[src/design/fbc_pkg.sv]
// Shared types, constants and substitution tables for the 16-bit Feistel block.
// Used by the configuration registers, the round logic, the datapath and the top level.
`timescale 1ns / 1ps

package fbc_pkg;

    localparam int HALF_W         = 8;
    localparam int NIBBLE_W       = 4;
    localparam int ROUND_COUNT_W  = 4;
    localparam int NUM_KEYS       = 8;
    localparam int KEY_IDX_W      = 3;
    localparam int KEYS_W         = NUM_KEYS * HALF_W;
    localparam int CFG_INDEX_W    = 2;
    localparam int ROTATE_AMOUNT  = 3;
    localparam int DEF_MAX_ROUNDS = 8;

    // Configuration register indexes.
    typedef enum logic [CFG_INDEX_W-1:0] {
        REG_ROUND_COUNT = 2'd0,
        REG_ROUND_KEYS  = 2'd1
    } cfg_reg_t;

    // Direction of the transform.
    typedef enum logic {
        ACT_ENCRYPT = 1'b0,
        ACT_DECRYPT = 1'b1
    } action_t;

    // Configuration as seen by the datapath.
    typedef struct packed {
        logic [ROUND_COUNT_W-1:0] round_count;
        logic [KEYS_W-1:0]        round_keys;
    } cfg_t;

    // High nibble substitution: ((3^n mod 17) + 2) mod 16.
    function automatic logic [NIBBLE_W-1:0] hi_sub(input logic [NIBBLE_W-1:0] n);
        logic [NIBBLE_W-1:0] s;
        unique case (n)
            4'd0:  s = 4'd3;
            4'd1:  s = 4'd5;
            4'd2:  s = 4'd11;
            4'd3:  s = 4'd12;
            4'd4:  s = 4'd15;
            4'd5:  s = 4'd7;
            4'd6:  s = 4'd1;
            4'd7:  s = 4'd13;
            4'd8:  s = 4'd2;
            4'd9:  s = 4'd0;
            4'd10: s = 4'd10;
            4'd11: s = 4'd9;
            4'd12: s = 4'd6;
            4'd13: s = 4'd14;
            4'd14: s = 4'd4;
            4'd15: s = 4'd8;
        endcase
        return s;
    endfunction

    // Low nibble substitution: ((5^n mod 17) + 7) mod 16.
    function automatic logic [NIBBLE_W-1:0] lo_sub(input logic [NIBBLE_W-1:0] n);
        logic [NIBBLE_W-1:0] s;
        unique case (n)
            4'd0:  s = 4'd8;
            4'd1:  s = 4'd12;
            4'd2:  s = 4'd15;
            4'd3:  s = 4'd13;
            4'd4:  s = 4'd4;
            4'd5:  s = 4'd5;
            4'd6:  s = 4'd9;
            4'd7:  s = 4'd1;
            4'd8:  s = 4'd7;
            4'd9:  s = 4'd3;
            4'd10: s = 4'd0;
            4'd11: s = 4'd2;
            4'd12: s = 4'd11;
            4'd13: s = 4'd10;
            4'd14: s = 4'd6;
            4'd15: s = 4'd14;
        endcase
        return s;
    endfunction

endpackage

[src/design/feistel_block_cipher_16bit.sv]
// Top level of the 16-bit Feistel block: configuration registers and datapath.
// Depends on fbc_pkg, fbc_cfg_regs and fbc_datapath.
//
// Usage:
// The input channel (in_valid, in_stall) carries one word per block: the
// action (0 encrypt, 1 decrypt) and the two 8-bit halves left_in and
// right_in. The output channel (out_valid, out_stall) returns one word per
// block with left_out and right_out. A word moves at a rising edge where
// valid is high and stall is low.
// The block is captured in an input register, runs through all MAX_ROUNDS
// unrolled rounds as combinational logic, and lands in the result register.
// Throughput is one block per cycle while the receiver does not stall; the
// depth of the unrolled round chain sets the cycle time.
// The configuration port (cfg_valid, cfg_ready, cfg_index, cfg_data) is
// always ready. Index 0 writes the round count, index 1 the eight packed key
// bytes; other indexes are ignored. Write it only while no block is in flight.
// Reset clears both registers and empties the pipeline. When the receiver
// stalls, the result holds steady and one more block can still enter the
// input register before in_stall rises.
`timescale 1ns / 1ps

module feistel_block_cipher_16bit #(
    parameter int MAX_ROUNDS = fbc_pkg::DEF_MAX_ROUNDS
) (
    input  logic                               clk,
    input  logic                               rst_n,
    input  logic                               in_valid,
    output logic                               in_stall,
    input  logic                               action,
    input  logic [fbc_pkg::HALF_W-1:0]         left_in,
    input  logic [fbc_pkg::HALF_W-1:0]         right_in,
    output logic                               out_valid,
    input  logic                               out_stall,
    output logic [fbc_pkg::HALF_W-1:0]         left_out,
    output logic [fbc_pkg::HALF_W-1:0]         right_out,
    input  logic                               cfg_valid,
    output logic                               cfg_ready,
    input  logic [fbc_pkg::CFG_INDEX_W-1:0]    cfg_index,
    input  logic [fbc_pkg::KEYS_W-1:0]         cfg_data
);

    fbc_pkg::cfg_t cfg;

    // The register file has no busy state, so the port never waits.
    assign cfg_ready = 1'b1;

    fbc_cfg_regs u_cfg_regs (
        .clk       (clk),
        .rst_n     (rst_n),
        .cfg_valid (cfg_valid),
        .cfg_ready (cfg_ready),
        .cfg_index (cfg_index),
        .cfg_data  (cfg_data),
        .cfg       (cfg)
    );

    // The datapath holds one block in its input register and one result in
    // its output register, so the two sides of the handshake stay decoupled.
    fbc_datapath #(
        .MAX_ROUNDS (MAX_ROUNDS)
    ) u_datapath (
        .clk       (clk),
        .rst_n     (rst_n),
        .cfg       (cfg),
        .in_valid  (in_valid),
        .in_stall  (in_stall),
        .action    (action),
        .left_in   (left_in),
        .right_in  (right_in),
        .out_valid (out_valid),
        .out_stall (out_stall),
        .left_out  (left_out),
        .right_out (right_out)
    );

endmodule

[src/design/fbc_cfg_regs.sv]
// Configuration registers of the Feistel block: round count and packed round keys.
// Depends on fbc_pkg for the register indexes and the cfg_t struct.
`timescale 1ns / 1ps

module fbc_cfg_regs (
    input  logic                                clk,
    input  logic                                rst_n,
    input  logic                                cfg_valid,
    input  logic                                cfg_ready,
    input  logic [fbc_pkg::CFG_INDEX_W-1:0]     cfg_index,
    input  logic [fbc_pkg::KEYS_W-1:0]          cfg_data,
    output fbc_pkg::cfg_t                       cfg
);

    logic [fbc_pkg::ROUND_COUNT_W-1:0] round_count_reg;
    logic [fbc_pkg::KEYS_W-1:0]        round_keys_reg;

    // Writes to indexes outside the register list are dropped.
    always_ff @(posedge clk or negedge rst_n)
    begin
        if (!rst_n)
        begin
            round_count_reg <= '0;
            round_keys_reg  <= '0;
        end
        else if (cfg_valid && cfg_ready)
        begin
            unique case (fbc_pkg::cfg_reg_t'(cfg_index))
                fbc_pkg::REG_ROUND_COUNT:
                    round_count_reg <= cfg_data[fbc_pkg::ROUND_COUNT_W-1:0];
                fbc_pkg::REG_ROUND_KEYS:
                    round_keys_reg <= cfg_data;
                default:
                begin
                end
            endcase
        end
    end

    assign cfg.round_count = round_count_reg;
    assign cfg.round_keys  = round_keys_reg;

endmodule

[src/design/fbc_round.sv]
// One Feistel round: key mix, nibble substitution, rotate and cross XOR.
// Depends on fbc_pkg for the substitution tables and the action codes.
`timescale 1ns / 1ps

module fbc_round (
    input  logic                          active,
    input  fbc_pkg::action_t              action,
    input  logic [fbc_pkg::HALF_W-1:0]    l_in,
    input  logic [fbc_pkg::HALF_W-1:0]    r_in,
    input  logic [fbc_pkg::HALF_W-1:0]    key,
    output logic [fbc_pkg::HALF_W-1:0]    l_out,
    output logic [fbc_pkg::HALF_W-1:0]    r_out
);

    logic [fbc_pkg::HALF_W-1:0] src;
    logic [fbc_pkg::HALF_W-1:0] mixed;
    logic [fbc_pkg::HALF_W-1:0] subbed;
    logic [fbc_pkg::HALF_W-1:0] f_val;

    // Encryption feeds the right half through F, decryption the left half.
    assign src    = (action == fbc_pkg::ACT_DECRYPT) ? l_in : r_in;
    assign mixed  = src ^ key;
    assign subbed = {fbc_pkg::hi_sub(mixed[fbc_pkg::HALF_W-1 -: fbc_pkg::NIBBLE_W]),
                     fbc_pkg::lo_sub(mixed[fbc_pkg::NIBBLE_W-1:0])};
    assign f_val  = {subbed[fbc_pkg::HALF_W-fbc_pkg::ROTATE_AMOUNT-1:0],
                     subbed[fbc_pkg::HALF_W-1 -: fbc_pkg::ROTATE_AMOUNT]};

    always_comb
    begin
        if (!active)
        begin
            l_out = l_in;
            r_out = r_in;
        end
        else if (action == fbc_pkg::ACT_DECRYPT)
        begin
            l_out = f_val ^ r_in;
            r_out = l_in;
        end
        else
        begin
            l_out = r_in;
            r_out = f_val ^ l_in;
        end
    end

endmodule

[src/design/fbc_datapath.sv]
// Input register, unrolled round chain and result register of the Feistel block.
// Depends on fbc_pkg and instantiates fbc_round once per round.
`timescale 1ns / 1ps

module fbc_datapath #(
    parameter int MAX_ROUNDS = fbc_pkg::DEF_MAX_ROUNDS
) (
    input  logic                          clk,
    input  logic                          rst_n,
    input  fbc_pkg::cfg_t                 cfg,
    input  logic                          in_valid,
    output logic                          in_stall,
    input  logic                          action,
    input  logic [fbc_pkg::HALF_W-1:0]    left_in,
    input  logic [fbc_pkg::HALF_W-1:0]    right_in,
    output logic                          out_valid,
    input  logic                          out_stall,
    output logic [fbc_pkg::HALF_W-1:0]    left_out,
    output logic [fbc_pkg::HALF_W-1:0]    right_out
);

    localparam logic [fbc_pkg::ROUND_COUNT_W-1:0] MAX_CNT =
        fbc_pkg::ROUND_COUNT_W'(MAX_ROUNDS);

    logic                          s1_valid_reg;
    fbc_pkg::action_t              s1_action_reg;
    logic [fbc_pkg::HALF_W-1:0]    s1_left_reg;
    logic [fbc_pkg::HALF_W-1:0]    s1_right_reg;
    logic                          out_valid_reg;
    logic [fbc_pkg::HALF_W-1:0]    left_out_reg;
    logic [fbc_pkg::HALF_W-1:0]    right_out_reg;

    logic                          out_free;
    logic                          s1_free;
    logic [fbc_pkg::ROUND_COUNT_W-1:0] rounds_eff;
    logic [fbc_pkg::HALF_W-1:0]    l_stage [0:MAX_ROUNDS];
    logic [fbc_pkg::HALF_W-1:0]    r_stage [0:MAX_ROUNDS];

    assign out_free = !out_valid_reg || !out_stall;
    assign s1_free  = !s1_valid_reg || out_free;
    assign in_stall = !s1_free;

    // Counts above the round limit saturate.
    assign rounds_eff = (cfg.round_count > MAX_CNT) ? MAX_CNT : cfg.round_count;

    assign l_stage[0] = s1_left_reg;
    assign r_stage[0] = s1_right_reg;

    for (genvar i = 0; i < MAX_ROUNDS; i++)
    begin : g_round
        logic [fbc_pkg::ROUND_COUNT_W-1:0] dec_pos;
        logic [fbc_pkg::KEY_IDX_W-1:0]     key_idx;
        logic [fbc_pkg::HALF_W-1:0]        key_byte;
        logic                              active;

        // Decryption walks the keys backward from the last active round.
        assign dec_pos  = rounds_eff - fbc_pkg::ROUND_COUNT_W'(1)
                          - fbc_pkg::ROUND_COUNT_W'(i);
        assign key_idx  = (s1_action_reg == fbc_pkg::ACT_DECRYPT)
                          ? dec_pos[fbc_pkg::KEY_IDX_W-1:0]
                          : fbc_pkg::KEY_IDX_W'(i);
        assign key_byte = cfg.round_keys[key_idx*fbc_pkg::HALF_W +: fbc_pkg::HALF_W];
        assign active   = fbc_pkg::ROUND_COUNT_W'(i) < rounds_eff;

        fbc_round u_round (
            .active (active),
            .action (s1_action_reg),
            .l_in   (l_stage[i]),
            .r_in   (r_stage[i]),
            .key    (key_byte),
            .l_out  (l_stage[i+1]),
            .r_out  (r_stage[i+1])
        );
    end

    always_ff @(posedge clk or negedge rst_n)
    begin
        if (!rst_n)
        begin
            s1_valid_reg  <= 1'b0;
            out_valid_reg <= 1'b0;
        end
        else
        begin
            if (s1_free)
            begin
                s1_valid_reg <= in_valid;
            end
            if (out_free)
            begin
                out_valid_reg <= s1_valid_reg;
            end
        end
    end

    always_ff @(posedge clk)
    begin
        if (s1_free && in_valid)
        begin
            s1_action_reg <= fbc_pkg::action_t'(action);
            s1_left_reg   <= left_in;
            s1_right_reg  <= right_in;
        end
        if (out_free && s1_valid_reg)
        begin
            left_out_reg  <= l_stage[MAX_ROUNDS];
            right_out_reg <= r_stage[MAX_ROUNDS];
        end
    end

    assign out_valid = out_valid_reg;
    assign left_out  = left_out_reg;
    assign right_out = right_out_reg;

endmodule

[config.mk]
export PLATFORM = sky130hd
export DESIGN_NAME = feistel_block_cipher_16bit
export DESIGN_NICKNAME = d
export VERILOG_FILES = /design/src/design/fbc_pkg.sv /design/src/design/feistel_block_cipher_16bit.sv /design/src/design/fbc_cfg_regs.sv /design/src/design/fbc_round.sv /design/src/design/fbc_datapath.sv
export SDC_FILE = /design/constraint.sdc
export NUM_CORES = 1
export LEC_CHECK = 0
export BUFFER_PORTS_ARGS = -buffer_cell sky130_fd_sc_hd__buf_4
export CAP_MARGIN = 25
export CORE_MARGIN = 2
export CORE_UTILIZATION = 40
export CTS_CLUSTER_DIAMETER = 60
export DETAILED_ROUTE_END_ITERATION = 10
export PLACE_DENSITY_LB_ADDON = 0.3
export RECOVER_POWER = 25
export SYNTH_ARGS = -nofsm -noshare
export SYNTH_HDL_FRONTEND = slang
export SYNTH_SLANG_ARGS = --single-unit
[constraint.sdc]
create_clock -name clk -period 22.4 [get_ports clk]
set_clock_uncertainty 0.05 [all_clocks]
set_input_delay 4.48 -clock clk [delete_from_list [all_inputs] [get_ports clk]]
set_output_delay 4.48 -clock clk [all_outputs]
set_load 0.01 [all_outputs]
# Yosys cells after proc, flatten, opt, wreduce, memory -nomap -nowiden
# Memories as Yosys holds them, arrays and structs flattened.
# Cells that the tools add are included.
[op_classes] magnitude_cmp=9 addsub=8 bitwise=24 n_mux=49 eq_ne=1 reduce_logical=11 shifts=8
[op_table] cell="$shiftx 64x7->8" count=8
[op_table] cell="$mux 8" count=40
[op_table] cell="$xor 8x8->8" count=24
[op_table] cell="$mux 3" count=8
[op_table] cell="$lt 3x4->1 const A" count=4
[op_table] cell="$sub 3x3->3 const B" count=4
[op_table] cell="$lt 1x4->1 const A" count=2
[op_table] cell="$lt 2x4->1 const A" count=2
[op_table] cell="$sub 3x1->3 const B" count=2
[op_table] cell="$sub 3x2->3 const B" count=2
[op_table] cell="$gt 4x4->1 const B" count=1
[op_table] cell="$logic_not 1->1" count=4
[op_table] cell="$mux 4" count=1
[op_table] cell="$reduce_and 2->1" count=2
[op_table] cell="$eq 2x1->1 const B" count=1
[op_table] cell="$logic_and 1x1->1" count=2
[op_table] cell="$logic_not 2->1" count=1
[op_table] cell="$logic_or 1x1->1" count=2
[totals] input_bits=88 regBits=103 rom_bits=1024 out_inout_bits=19 n_memories=16
[mem_list] memory="(no name shown)" depth=16 width=4 read_ports=1 rd_ports_with_merged_regs=0 wr=0 line_no="fbc_pkg.sv:62" text="unique case (n)"
[mem_list] memory="(no name shown)" depth=16 width=4 read_ports=1 rd_ports_with_merged_regs=0 wr=0 line_no="fbc_pkg.sv:38" text="unique case (n)"
[mem_list] memory="(no name shown)" depth=16 width=4 read_ports=1 rd_ports_with_merged_regs=0 wr=0 line_no="fbc_pkg.sv:62"
[mem_list] memory="(no name shown)" depth=16 width=4 read_ports=1 rd_ports_with_merged_regs=0 wr=0 line_no="fbc_pkg.sv:38"
[mem_list] memory="(no name shown)" depth=16 width=4 read_ports=1 rd_ports_with_merged_regs=0 wr=0 line_no="fbc_pkg.sv:62"
[mem_list] memory="(no name shown)" depth=16 width=4 read_ports=1 rd_ports_with_merged_regs=0 wr=0 line_no="fbc_pkg.sv:38"
[mem_list] memory="10 more memories"

# Depth between registers and ports, before layout
# An unclocked memory read counts as a cell.
[logic_depth] word_depth=52 ltp_mapped=57

# Hierarchy
# From an unflattened synthesis, not the netlist that was laid out.
[unflattened] cells_unflattened=1529 area_unflattened_um2=13113.8
[modules_own_cells] module="fbc_round" instances=8 area_each_um2=809.5 cells_each=120 seq_area_each_um2=0.0
[modules_own_cells] module="fbc_datapath" instances=1 area_each_um2=3777.4 cells_each=422 seq_area_each_um2=1041.0
[modules_own_cells] module="fbc_cfg_regs" instances=1 area_each_um2=2849.0 cells_each=145 seq_area_each_um2=1701.6
[modules_own_cells] module="feistel_block_cipher_16bit" instances=1 area_each_um2=11.3 cells_each=2 seq_area_each_um2=0.0

# Least setup slack after synthesis
# Ideal clock, no wire load.
[synth_path] path_kind="register to register" startpoint="register u_cfg_regs.round_count_reg[3] (netlist bit)" endpoint="register u_datapath.right_out_reg, in the netlist u_datapath.right_out[2] (data pin)" path_slack_ns=9.320 setup_time_ns=0.158 synth_period_minus_slack_ns=13.080 t_arrival_ns=12.872 n_path_buf=5 stages_incl_launch_ff=55 cell_sequence="dfrtp_1 > nand2b_1 > buf_2 > clkbuf_1 > ha_1 > and2_1 > mux2_4 > mux4_2 > mux2i_1 > nor3_1 > nand2_1 > ha_1 > mux2i_2 > a211oi_1 > o21a_1 > or3_1 > and2_1 > mux2i_2 > (+19 left out) > buf_2 > clkbuf_1 > o22a_1 > a311oi_1 > a31oi_1 > nor2_1 > ha_1 > nand2_1 > a211oi_1 > nor3_1 > o21ai_0 > or3b_1 > mux2_1 > a21o_1 > buf_2 > mux2_4 > a2111o_1 > o211ai_1"
[synth_via] elab_chain_len=52 elab_cells_between_ends=109 classes_between="8 x add/sub; 9 x order compare; 8 x shift; 46 x mux; 23 x bitwise; 15 x memory"
[synth_rtl] item="from (decl)" line_no="fbc_cfg_regs.sv:15" text="logic [fbc_pkg::ROUND_COUNT_W-1:0] round_count_reg;"
[synth_rtl] item="from (signal assigned)" line_no="fbc_cfg_regs.sv:30" text="round_count_reg <= cfg_data[fbc_pkg::ROUND_COUNT_W-1:0];"
[synth_rtl] item="$gt 4x4->1" line_no="fbc_datapath.sv:44" text="assign rounds_eff = (cfg.round_count > MAX_CNT) ? MAX_CNT : cfg.round_count;"
[synth_rtl] item="$mux 4 (*)" line_no="fbc_datapath.sv:44"
[synth_rtl] item="$sub 3x1->3" line_no="fbc_datapath.sv:57" text="assign dec_pos = rounds_eff - fbc_pkg::ROUND_COUNT_W'(1)"
[synth_rtl] item="$mux 3" line_no="fbc_datapath.sv:60" text="? dec_pos[fbc_pkg::KEY_IDX_W-1:0]"
[synth_rtl] item="$shiftx 64x7->8" line_no="fbc_datapath.sv:62" text="assign key_byte = cfg.round_keys[key_idx*fbc_pkg::HALF_W +: fbc_pkg::HALF_W];"
[synth_rtl] item="$xor 8x8->8" line_no="fbc_round.sv:22" text="assign mixed = src ^ key;"
[synth_rtl] item="$mem_v2 16x4, on equally long branches"
[synth_rtl] item="$xor 8x8->8, on equally long branches" line_no="fbc_round.sv:43, fbc_round.sv:37"
[synth_rtl] item="(+37 left out)"
[synth_rtl] item="$mux 8" line_no="fbc_round.sv:30" text="if (!active)"
[synth_rtl] item="$mux 8" line_no="fbc_round.sv:21" text="assign src = (action == fbc_pkg::ACT_DECRYPT) ? l_in : r_in;"
[synth_rtl] item="$xor 8x8->8" line_no="fbc_round.sv:22"
[synth_rtl] item="$mem_v2 16x4"
[synth_rtl] item="$xor 8x8->8" line_no="fbc_round.sv:43" text="r_out = f_val ^ l_in;"
[synth_rtl] item="$mux 8" line_no="fbc_round.sv:35" text="else if (action == fbc_pkg::ACT_DECRYPT)"
[synth_rtl] item="$mux 8 (*)" line_no="fbc_round.sv:30"
[synth_rtl] item="net u_datapath.g_round[7].u_round.r_out (one bit)" line_no="fbc_round.sv:12" text="output logic [fbc_pkg::HALF_W-1:0] r_out"
[synth_rtl] item="to (signal assigned)" line_no="fbc_datapath.sv:107" text="right_out_reg <= r_stage[MAX_ROUNDS];"
[synth_rtl] item="to (decl)" line_no="fbc_datapath.sv:31" text="logic [fbc_pkg::HALF_W-1:0] right_out_reg;"
# The timed path passes the listed nets; every way through them passes the cells marked *.
# A chain may end at the register's enable or synchronous reset.

# Worst setup path in the final report
# Ends and elaborated chain as after synthesis.

==> results summary <==
The worst setup path is launched from a register. The HPWL reported at the end of detailed placement came out at approximately 53000 um. The number of antenna diodes in the final layout is 0. The post-CTS clock slew at the launch and capture registers of the worst setup and hold paths came out at ~80 ps. The count of max-cap constraint violations came out at 1. The via count of the first global-routing pass came out at approximately 18000. The post-cts resize count is 0. The number of slew-limit violations in the final report came out at between 70 and 80. The number of different library cells used by synthesis comes to 117. The routed length per placed instance is 21.2 um.

The synthesized area per cell is a little over 7 um^2. The number of input and output port buffers inserted came out at about 110. The setup path with the least slack is of type register to register.

The number of iterations in the first detailed-routing pass came out at 6. Setup slack on the critical path of the routed design comes to 6310 ps. The total negative slack for setup checks is 0 ps. The number of buffers added to fix hold violations after cts is 0.

Of the synthesized area, sequential elements account for around 15%. The flip-flop count of the largest register, all copies and words added is 64. The post-synthesis adder-cell area fraction is less than 1%.

Wires add up to just under 70000 um. The growth of design area from synthesis to finish came out at 8.26%. The die span in x is between 200 and 250 um.

The synthesis warning total is 0. The run finished, with violations left. The placer congestion estimate came out at between 0.9 and 1. The buffering stage count on the worst path with inverters included is 5. The number of buffers created by CTS is 9. The min-delay analysis places its worst path in the category register to register. The remaining routing DRC violations came out at 0.

The library cell used most frequently in the layout, excluding fill and tap cells, is sky130_fd_sc_hd__nand2_1. The number of antenna violations at the first check in global routing is 0. The normalized max-slew margin came out at -140%.

In this design, the critical path's most frequently occurring cell is sky130_fd_sc_hd__ha_1. Cells fill about 44% of the core in the end. The final reports fail on capacitance limit, slew limit. The final-stage net count came out at between 2000 and 3000. Counting the fill cells in the layout gives ~4600. Counting every net in the synthesized netlist gives between 2000 and 3000. Synthesis inferred 103 register bits. The die covers 0.0481 mm^2. The area fraction in compound gates after synthesis came out at ~22%. The number of standard cells after synthesis is ~2600. The maximum number of pins on one net before global-route repair is between 150 and 200. The final global-route overflow total came out at 0. The number of routed nets with antenna violations came out at 0. Setup violations remaining at the end of the flow were counted as 0.

Data arrives at the worst endpoint at 16160 ps. The first global-routing pass estimated ~100000 um of wire. The worst slack after detailed placement is roughly 6600 ps. The fmax came out at slightly above 60 MHz. The number of sinks driven by the clock tree came out at 103.

The placeable core region came out at around 0.046 mm^2. The tree is rooted in a sky130_fd_sc_hd__clkbuf_16. The maximum net fanout on the critical path came out at 41.

TritonCTS built the clock tree. Dividing the detail-routed via count by the number of cells gives approximately 6.2. The kind of cell with the highest combined delay along the critical path is simple AND/OR/NAND/NOR gates. Global routing used between 20 and 30% of the available tracks across all layers. The iteration-0 DRC count of the detailed router came out at roughly 2100. The worst setup path is captured at a register. The post-synthesis share of cell area spent on and, or, nand and nor gates is around a third. In the synthesized netlist the dominant register cell turns out to be sky130_fd_sc_hd__dfrtp_1.

After floorplanning, the core was divided into between 70 and 80 placement rows. Subtracting the final worst setup slack from the clock period gives 16090 ps. For the pin with the worst max-slew slack, the measured transition is 3600 ps. The fraction of final layout cells sized beyond drive strength 1 is about 14%. Setup repair after global routing left no endpoint under its margin.

The post-CTS repair timing setup buffer count is 0. The proportion of register bits with asynchronous set or reset after synthesis is 68.0%. The clock network latency to the later pin of the worst-skew pair came out at between 300 and 400 ps. The final hold violation count is 0. By area, the combinational part of the netlist is dominated by simple AND/OR/NAND/NOR gates. The initial core utilization came out at between 40% and 50%. The clock passes through at most 2 buffers. In the layout the commonest cells are 415 x sky130_fd_sc_hd__nand2_1, 248 x sky130_fd_sc_hd__nor2_1, 150 x sky130_fd_sc_hd__nand3_1.

The cell area after technology mapping came out at around 0.019 mm^2. The die is 219 um tall. The number of synthesized flops with an enable pin came out at 33. The final design area excluding fillers came out at ~0.020 mm^2. The post-route clock period utilization came out at between 70% and 80%. The number of H-tree levels came out at 3. The total placed instance area came out at between 0.015 and 0.02 mm^2.

The stage delay of the slowest cell on the critical path came out at about 880 ps. The fraction of synthesized cell area in xor and xnor cells is between 10% and 20%. The portion of synthesized area spent on multiplexers is about 16%. On the critical path, the stage with the largest delay is an instance of sky130_fd_sc_hd__ha_1. The number of top-level pins came out at around 110. Across all layers, the routed design uses between 20000 and 25000 vias. The data required time of the critical path is around 22000 ps.
cell families (layout without fill, tap and decap cells):
group           after synthesis  after routing
flops                       103            103
xor+xnor                    195            195
buf+inv                     207            205
compound gates              595            595
mux                         268            268
fa+ha+maj                    13             13
other cells                   1              1
simple gates               1224           1224
cell usage after synthesis (16+ instances only):
library cell               instances  share of area, %
sky130_fd_sc_hd__mux2_2          103               6.2
sky130_fd_sc_hd__mux4_2           16               1.9
sky130_fd_sc_hd__nor2_1          253               5.1
sky130_fd_sc_hd__or2_2            16              0.54
sky130_fd_sc_hd__edfxtp_1         33               5.3
sky130_fd_sc_hd__nand4_1          21              0.71
sky130_fd_sc_hd__o21ai_0         134               3.6
sky130_fd_sc_hd__inv_1            41              0.83
sky130_fd_sc_hd__nand2b_1         29              0.98
sky130_fd_sc_hd__a31oi_1          53               1.8
sky130_fd_sc_hd__xnor2_1         109               5.1
sky130_fd_sc_hd__a21o_1           23              0.93
sky130_fd_sc_hd__buf_2            18              0.49
sky130_fd_sc_hd__a211oi_1         43               1.7
sky130_fd_sc_hd__nand3_1         150               4.0
sky130_fd_sc_hd__mux2i_1         140               7.6
sky130_fd_sc_hd__dfrtp_1          70               9.4
sky130_fd_sc_hd__and3_1           61               2.1
sky130_fd_sc_hd__or3_1            47               1.6
sky130_fd_sc_hd__nor4_1           27              0.91
sky130_fd_sc_hd__nand2_1         417               8.4
sky130_fd_sc_hd__buf_1            24              0.49
sky130_fd_sc_hd__a21oi_1         124               3.3
sky130_fd_sc_hd__clkbuf_1        116               2.3
sky130_fd_sc_hd__o211ai_1         19              0.77
sky130_fd_sc_hd__and2_1           28              0.94
sky130_fd_sc_hd__xor2_1           74               3.5
sky130_fd_sc_hd__nor3_1           90               2.4
per-stage QoR:
step	instances	hold slack, ps
after CTS	3199	454
final	3204	448
after global placement	3182	407
after detailed placement	3183	435
after floorplan	2606	393
after global routing	3204	489
per-layer routing:
metal  share of wire [%]  track usage, %  vias up
li1                    -               -     9553
met1                  43            37.1     9570
met2                  46            45.0      805
met3                 7.8            4.77       95
met4                 3.2            9.21        0
met5                   0               0        -
layout make-up:
cell class / count / area [um^2] / share of cell area (%)
inverter: 45 / 170 / 0.847
clock buffer: 9 / 225 / 1.12
timing repair buffer: 144 / 1080 / 5.37
clock inverter: 7 / 81.3 / 0.405
tap: 600 / 751 / 3.74
sequential: 103 / 2740 / 13.7
multi-input combinational: 2296 / 15000 / 74.9
path summary, 6_finish.rpt:
kind	startpoint	end	slack [ps]	cells past startpoint
max	u_cfg_regs.round_count_reg[3]	u_datapath.right_out[2]	6310	51
min	u_datapath.s1_valid_reg	u_datapath.out_valid	450	1
max reg2reg	u_cfg_regs.round_count_reg[3]	u_datapath.right_out[2]	6310	51
min reg2reg	u_datapath.s1_valid_reg	u_datapath.out_valid	450	1
max in group asynchronous	rst_n	u_cfg_regs.round_keys_reg[1]	15020	1
min in group asynchronous	rst_n	u_cfg_regs.round_keys_reg[44]	5280	1
Power is left out: the tool's default activity adds up to more than one toggle a clock period on the data nets, which glitch-free logic cannot reach.
